### config.mk
export PLATFORM = sky130hd
export DESIGN_NAME = byte_fold_mersenne31_hash_top
export DESIGN_NICKNAME = d
export VERILOG_FILES = /design/src/rtl/core/bf31_pkg.sv /design/src/rtl/core/bf31_fold.sv /design/src/rtl/core/bf31_mulred.sv /design/src/rtl/core/byte_fold_mersenne31_hash_top.sv
export VERILOG_INCLUDE_DIRS = /design/src /design/src/rtl/core
export SDC_FILE = /design/constraint.sdc
export NUM_CORES = 2
export LEC_CHECK = 0
export ABC_AREA = 1
export BUFFER_PORTS_ARGS = -buffer_cell sky130_fd_sc_hd__buf_2
export CAP_MARGIN = 5
export CORE_MARGIN = 2
export CORE_UTILIZATION = 35
export CTS_CLUSTER_DIAMETER = 40
export CTS_CLUSTER_SIZE = 12
export DETAILED_ROUTE_END_ITERATION = 10
export MAX_ROUTING_LAYER = met4
export SETUP_SLACK_MARGIN = 0.3
export SKIP_LAST_GASP = 1
export SYNTH_ARGS = -nofsm -noshare
export SYNTH_HDL_FRONTEND = slang
export SYNTH_SLANG_ARGS = --single-unit
### constraint.sdc
create_clock -name clk -period 7.06 [get_ports clk]
set_input_delay 1.412 -clock clk [delete_from_list [all_inputs] [get_ports clk]]
set_output_delay 1.412 -clock clk [all_outputs]
set_load 0.01 [all_outputs]
### src/rtl/core/byte_fold_mersenne31_hash_top_macros.svh
// ------------------------------------------------------------------
// Assertion macros for the byte-fold hash core
// Shared clocked assertion forms, with and without reset masking.
// ------------------------------------------------------------------
`ifndef BYTE_FOLD_MERSENNE31_HASH_TOP_MACROS_SVH
`define BYTE_FOLD_MERSENNE31_HASH_TOP_MACROS_SVH

// checked only while out of reset
`define BF31_ASSERT(label, prop, msg) \
  label: assert property (@(posedge clk) disable iff (!rst_n) prop) else $error(msg);

// checked at every edge, reset included
`define BF31_ASSERT_ALWAYS(label, prop, msg) \
  label: assert property (@(posedge clk) prop) else $error(msg);

`endif

### src/rtl/core/bf31_pkg.sv
// ------------------------------------------------------------------
// bf31_pkg
// Types and constants shared by the byte-fold hash modules.
// ------------------------------------------------------------------
package bf31_pkg;

  localparam int WORD_W = 32;
  localparam int BYTE_W = 8;
  localparam int LANE_W = 2;
  localparam int HASH_W = 31;
  localparam int PROD_W = 2 * WORD_W;
  localparam int CFG_IDX_W = 1;

  // configuration register indexes
  localparam logic [CFG_IDX_W-1:0] REG_MULT_COEF = 1'b0;
  localparam logic [CFG_IDX_W-1:0] REG_ADD_COEF  = 1'b1;

  localparam logic [WORD_W-1:0] MULT_COEF_RST = 32'd1;
  localparam logic [WORD_W-1:0] ADD_COEF_RST  = 32'd0;

  // folded word handed to the hash pipeline
  typedef struct packed {
    logic              vld;
    logic [WORD_W-1:0] word;
  } fold_beat_t;

endpackage

### src/rtl/core/bf31_fold.sv
// ------------------------------------------------------------------
// bf31_fold
// Packs bytes little-endian into words and keeps the running sum.
// ------------------------------------------------------------------
`include "byte_fold_mersenne31_hash_top_macros.svh"

module bf31_fold (
  input  logic                         clk,
  input  logic                         rst_n,
  input  logic                         adv,
  input  logic                         in_acc,
  input  logic [bf31_pkg::BYTE_W-1:0]  data_byte,
  input  logic                         segment_start,
  input  logic                         last_byte,
  output bf31_pkg::fold_beat_t         fold_out
);

  logic [bf31_pkg::WORD_W-1:0] sum_r, sum_nxt;
  logic [bf31_pkg::LANE_W-1:0] lane_r, lane_nxt;
  logic [bf31_pkg::LANE_W-1:0] lane_cur;
  logic [bf31_pkg::WORD_W-1:0] addend;
  logic [bf31_pkg::WORD_W-1:0] folded;
  bf31_pkg::fold_beat_t        beat_r, beat_nxt;

  assign lane_cur = segment_start ? '0 : lane_r;

  always_comb begin
    case (lane_cur)
      2'd0:    addend = {24'd0, data_byte};
      2'd1:    addend = {16'd0, data_byte, 8'd0};
      2'd2:    addend = {8'd0, data_byte, 16'd0};
      default: addend = {data_byte, 24'd0};
    endcase
  end

  assign folded = sum_r + addend;

  always_comb begin
    sum_nxt  = sum_r;
    lane_nxt = lane_r;
    beat_nxt = beat_r;
    if (adv) begin
      beat_nxt.vld  = in_acc && last_byte;
      beat_nxt.word = folded;
    end
    if (in_acc) begin
      if (last_byte) begin
        sum_nxt  = '0;
        lane_nxt = '0;
      end else begin
        sum_nxt  = folded;
        lane_nxt = lane_cur + 2'd1;
      end
    end
  end

  always_ff @(posedge clk) begin
    if (!rst_n) begin
      sum_r      <= '0;
      lane_r     <= '0;
      beat_r.vld <= 1'b0;
    end else begin
      sum_r      <= sum_nxt;
      lane_r     <= lane_nxt;
      beat_r.vld <= beat_nxt.vld;
    end
    beat_r.word <= beat_nxt.word;
  end

  assign fold_out = beat_r;

  `BF31_ASSERT(a_last_clears, in_acc && last_byte |=> sum_r == '0 && lane_r == '0, "sum not cleared after last beat")
  `BF31_ASSERT(a_start_lane, in_acc && segment_start && !last_byte |=> lane_r == 2'd1, "segment start did not realign lane")

endmodule

### src/rtl/core/bf31_mulred.sv
// ------------------------------------------------------------------
// bf31_mulred
// Hash pipeline: multiply, add, Mersenne 2^31-1 fold, output register.
// ------------------------------------------------------------------
`include "byte_fold_mersenne31_hash_top_macros.svh"

module bf31_mulred (
  input  logic                          clk,
  input  logic                          rst_n,
  input  logic                          adv,
  input  logic [bf31_pkg::WORD_W-1:0]   mult_coef,
  input  logic [bf31_pkg::WORD_W-1:0]   add_coef,
  input  bf31_pkg::fold_beat_t          fold_in,
  output logic                          hash_vld,
  output logic [bf31_pkg::HASH_W-1:0]   hash_value
);

  logic                          p_vld_r, r_vld_r, o_vld_r;
  logic [bf31_pkg::PROD_W-1:0]   p_r, r_r;
  logic [bf31_pkg::HASH_W-1:0]   o_r;
  logic [bf31_pkg::PROD_W-1:0]   p_nxt;
  logic [bf31_pkg::PROD_W-1:0]   r_nxt;
  logic [bf31_pkg::HASH_W-1:0]   o_nxt;

  // 32x32 product, operands zero-extended so the full 64 bits are kept
  assign p_nxt = {{(bf31_pkg::PROD_W-bf31_pkg::WORD_W){1'b0}}, mult_coef} *
                 {{(bf31_pkg::PROD_W-bf31_pkg::WORD_W){1'b0}}, fold_in.word};
  assign r_nxt = p_r + {{(bf31_pkg::PROD_W-bf31_pkg::WORD_W){1'b0}}, add_coef};
  // low 31 bits of (r >> 31) + r
  assign o_nxt = r_r[2*bf31_pkg::HASH_W-1:bf31_pkg::HASH_W] + r_r[bf31_pkg::HASH_W-1:0];

  always_ff @(posedge clk) begin
    if (!rst_n) begin
      p_vld_r <= 1'b0;
      r_vld_r <= 1'b0;
      o_vld_r <= 1'b0;
    end else if (adv) begin
      p_vld_r <= fold_in.vld;
      r_vld_r <= p_vld_r;
      o_vld_r <= r_vld_r;
    end
  end

  always_ff @(posedge clk) begin
    if (adv) begin
      p_r <= p_nxt;
      r_r <= r_nxt;
      o_r <= o_nxt;
    end
  end

  assign hash_vld   = o_vld_r;
  assign hash_value = o_r;

  `BF31_ASSERT_ALWAYS(a_rst_idle, !rst_n |=> !o_vld_r, "output valid after reset")
  `BF31_ASSERT(a_no_phantom, !o_vld_r && !r_vld_r |=> !o_vld_r, "result without an item in flight")

endmodule

### src/rtl/core/byte_fold_mersenne31_hash_top.sv
// ------------------------------------------------------------------
// byte_fold_mersenne31_hash_top
// Byte-fold word sum hashed as (a*x+b) mod-folded to 31 bits.
// ------------------------------------------------------------------
// channel | dir | contents
// in_     | in  | tdata[7:0] data byte, tuser segment start, tlast last byte
// out_    | out | tdata[30:0] hash value, bit 31 zero
// cfg_    | in  | index 0 mult_coef, index 1 add_coef, 32-bit data
//
// One byte per cycle unless out_ stalls; a hash passes the fold beat,
// product, sum and output registers after its last byte; the fold add sets
// the rate. Multiply, add and fold each take one pipeline register.
// Synchronous active-low reset clears sum, lane and all valid flags;
// coefficients reset to a=1, b=0.
// An output stall freezes the whole pipe and drops in_tready.
// ------------------------------------------------------------------
module byte_fold_mersenne31_hash_top (
  input  logic                             clk,
  input  logic                             rst_n,
  input  logic                             in_tvalid,
  output logic                             in_tready,
  input  logic [7:0]                       in_tdata,   // [7:0] data_byte
  input  logic [0:0]                       in_tuser,   // [0] segment_start
  input  logic                             in_tlast,   // last_byte
  output logic                             out_tvalid,
  input  logic                             out_tready,
  output logic [31:0]                      out_tdata,  // [30:0] hash_value
  input  logic                             cfg_valid,
  output logic                             cfg_ready,
  input  logic [bf31_pkg::CFG_IDX_W-1:0]   cfg_index,
  input  logic [bf31_pkg::WORD_W-1:0]      cfg_data
);

  logic                          adv;
  logic                          in_acc;
  logic [bf31_pkg::WORD_W-1:0]   mult_coef_r, add_coef_r;
  bf31_pkg::fold_beat_t          fold_beat;
  logic                          hash_vld;
  logic [bf31_pkg::HASH_W-1:0]   hash_value;

  assign adv       = !hash_vld || out_tready;
  assign in_tready = adv;
  assign in_acc    = in_tvalid && adv;
  assign cfg_ready = 1'b1;

  always_ff @(posedge clk) begin
    if (!rst_n) begin
      mult_coef_r <= bf31_pkg::MULT_COEF_RST;
      add_coef_r  <= bf31_pkg::ADD_COEF_RST;
    end else if (cfg_valid) begin
      unique case (cfg_index)
        bf31_pkg::REG_MULT_COEF: mult_coef_r <= cfg_data;
        bf31_pkg::REG_ADD_COEF:  add_coef_r  <= cfg_data;
        default: ;
      endcase
    end
  end

  bf31_fold u_fold (
    .clk           (clk),
    .rst_n         (rst_n),
    .adv           (adv),
    .in_acc        (in_acc),
    .data_byte     (in_tdata),
    .segment_start (in_tuser[0]),
    .last_byte     (in_tlast),
    .fold_out      (fold_beat)
  );

  bf31_mulred u_mulred (
    .clk        (clk),
    .rst_n      (rst_n),
    .adv        (adv),
    .mult_coef  (mult_coef_r),
    .add_coef   (add_coef_r),
    .fold_in    (fold_beat),
    .hash_vld   (hash_vld),
    .hash_value (hash_value)
  );

  assign out_tvalid = hash_vld;
  assign out_tdata  = {1'b0, hash_value};

endmodule

==> metrics.yaml <==
rsz0062_at_grt: "true"
drv_slew: 0
status: "finished clean"
globalRouteMet1Util: 0.301
cp_data_arrival_time_ns: 7.14
ir_worst_vdd_v: 0.000224
overflow: 0
vias: 43521
grt_pass1_vias: 45055
crit_buf_inv: 7
path_common_cell: "fa_1"
cts_sinks: 289
final_util: 0.403
root_buffer: "clkbuf_16"
grt_pass1_wl_um: 260000
worstPathMaxFanout: 32
drt_iter0_drc: 3354
cp_slowest_cell: "fa_1"
grt_use_total: 0.228
core_area_um2: 148000
portBuffers: 80
synth_top_area_frac: 0.344
hold_viol: 0
syn_area_um2: 52200
die_y_um: 390
crit_path_end_kind: "flop"
slew_headroom: 0.255
setup_violations: 0
initial_core_util: 0.353
htree_levels: 3
cp.required_ns: 7.44
grt_use_met3: 0.0315
netlist.top_cell.by_area: "fa_1"
synthDistinctLibCells: 45
antenna_found_initial: 4
cts_max_path_buffers: 3
chipWidth_um: 390
postCtsHoldBufs: 0
routed_wl_um: 167000
cp_slowest_stage_delay_ns: 0.55
insertion_delay_ns: 0.67
cts_tree: "done"
hpwl_um: 140000
worstMarginPinSlew_ns: 1.12
cellLeakagePower_nw: 33.1
yosysWarnings: 0
grtUsageMet2: 0.366
synth.top_cells.by_area: "fa_1 34%, nand2_1 14%, inv_1 13%, edfxtp_1 11%, ha_1 8.3%"
mostFrequentLayoutCells: "1,936 x nand2_1, 1,829 x inv_1, 889 x fa_1"
worstPathCellList: "buf_12 > nand2_1 > fa_1 > inv_1 > fa_1 > inv_1 > fa_1 > inv_1 > fa_1 > fa_1 > inv_1 > fa_1 > fa_1 > fa_1 > inv_1 > ha_1 > a21oi_1 > o21ai_1 > nand2_1 > nand2_1 > a21oi_1 > nand2_1 > buf_4 > xor2_1"
syn2layout_area_growth_pct: 14.2
fin_setup_tns_ns: 0
clk_pin_slew_ns: 0.05
wl_per_cell_um: 18.5
powerDensity_nw_per_um2: 203
hp-class: "reg2reg"
synth_edf_count: 187
final_cells: 9017
max_freq_ghz: 0.148
fin_crit_sh: 0.957
ys_seq_area_frac: 0.147
startpoint_type: "flop"
synthCells: 6909
grt_max_degree: 80
period_needed_ns: 6.76
critPathTopFamily: "adder cells"
gp_congestion: 1.00
crit_type: "reg2reg"
synth_ff_type: "edfxtp_1"
final_common_cell: "nand2_1"
drive_gt1_frac: 0.0909
synthArstFlopShare: 0
drt-pass1-iter-count: 8
drv_cap: 0
syn_avg_cell_area_um2: 7.56
grt-busiest-layer: "met2"
dp.cells: 8864
boundaryPins: 83
synth.net_count: 8200
via_per_inst: 4.83
fin_skew_ns: 0.0757
dieArea_um2: 152000
ys_ff_latch: 289
ant_nets: 0
rows: 141
route.detailed.drc: 0
fin_nets: 8319
numCtsBuffers: 70
-- sequential cells by signal, indices dropped and copies added (netlist names) --
name,count
u_mulred.p_r,62
u_mulred.r_r,62
u_fold.fold_out,33
add_coef_r,32
mult_coef_r,32
u_fold.sum_r,32
u_mulred.hash_value,31
u_fold.lane_r,2
u_mulred.hash_vld,1
u_mulred.p_vld_r,1
u_mulred.r_vld_r,1
-- worst reg2reg max path, cell delays in order (launching register included) --
cell and delay [ns]:
edfxtp_1 0.37, buf_12 0.22, nand2_1 0.14, fa_1 0.55
inv_1 0.06, fa_1 0.53, inv_1 0.06, fa_1 0.53
inv_1 0.05, fa_1 0.43, fa_1 0.51, inv_1 0.06
fa_1 0.55, fa_1 0.43, fa_1 0.53, inv_1 0.05
ha_1 0.31, a21oi_1 0.21, o21ai_1 0.18, nand2_1 0.09
nand2_1 0.13, a21oi_1 0.16, nand2_1 0.11, buf_4 0.15
xor2_1 0.13
-- cell families (layout without fill, tap and decap cells) --
kind of cell / Yosys count / count (layout) / synth area share
simple gates: 2712 / 2712 / 0.210
xor+xnor: 116 / 116 / 0.0197
fa+ha+maj: 1243 / 1243 / 0.427
flops: 289 / 289 / 0.147
other cells: 2 / 5 / 0.000144
buf+inv: 2099 / 2274 / 0.151
compound gates: 448 / 448 / 0.0456
-- repair_timing --
| action | 4_1_cts | 5_1_grt |
|---|---|---|
| setup buffers | 16 | 4 |
| gates cloned | 0 | 2 |
| endpoints found under the setup margin | 37 | 42 |
| resized for setup | 66 | 146 |
| pin swaps | 3 | 20 |
-- synth_stat cells, drive strengths merged (10+ instances only) --
master and count:
a21oi 223, xor2 101, xnor2 15, nor3 70
o21ai 177, edfxtp 187, o21bai 23, dfxtp 102
ha 345, nor2 395, buf 10, and2 18
fa 898, nand2 1985, o21a 10, inv 1841
clkbuf 246, nand3 175, nand4 51
-- metrics by stage --
stage | hold WS (ns) | setup WS [ns] | total power [mW] | cell area (um^2)
detailed placement | 0.459 | 0.0815 | 8.34 | 56200
global route | 0.490 | 0.0591 | 12.9 | 59600
CTS | 0.467 | 0.283 | 11.9 | 59000
finish | 0.466 | 0.303 | 12.1 | 59600
global placement | 0.455 | 0.0774 | 8.29 | 56200
floorplan | 0.440 | 0.419 | 6.09 | 52200
-- metal layers --
metal,vias up,share of wire
li1,20386,-
met2,1352,0.47
met1,21526,0.44
met4,0,0.028
met5,-,0
met3,257,0.060
-- power breakdown --
| part | internal, mW | switching, mW |
|---|---|---|
| clock | 2.20 | 1.18 |
| sequential | 2.40 | 0.234 |
| combinational | 2.21 | 3.90 |
| total | 6.81 | 5.31 |
-- final timing paths --
check | from | end | slack (ns) | depth (start not counted)
worst max-delay path | u_fold.fold_out[8]$_DFFE_PN_ | u_mulred.p_r[28]$_DFFE_PN_ | 0.30 | 24
worst min-delay path | u_fold.lane_r[1]$_SDFFE_PN0P_ | u_fold.lane_r[1]$_SDFFE_PN0P_ | 0.47 | 2
worst max register to register | u_fold.fold_out[8]$_DFFE_PN_ | u_mulred.p_r[28]$_DFFE_PN_ | 0.30 | 24
worst min register to register | u_fold.lane_r[1]$_SDFFE_PN0P_ | u_fold.lane_r[1]$_SDFFE_PN0P_ | 0.47 | 2
-- layout make-up --
| class | instances | area, um^2 |
|---|---|---|
| clock inverter | 40 | 551 |
| multi-input combinational | 4521 | 37300 |
| timing repair buffer | 303 | 2850 |
| clock buffer | 88 | 1870 |
| inverter | 1843 | 6930 |
| fill | 15243 | 88200 |
| antenna | 3 | 7.51 |
| tap | 1930 | 2410 |
| sequential | 289 | 7670 |
No activity file was read; power rests on OpenSTA's default activity.
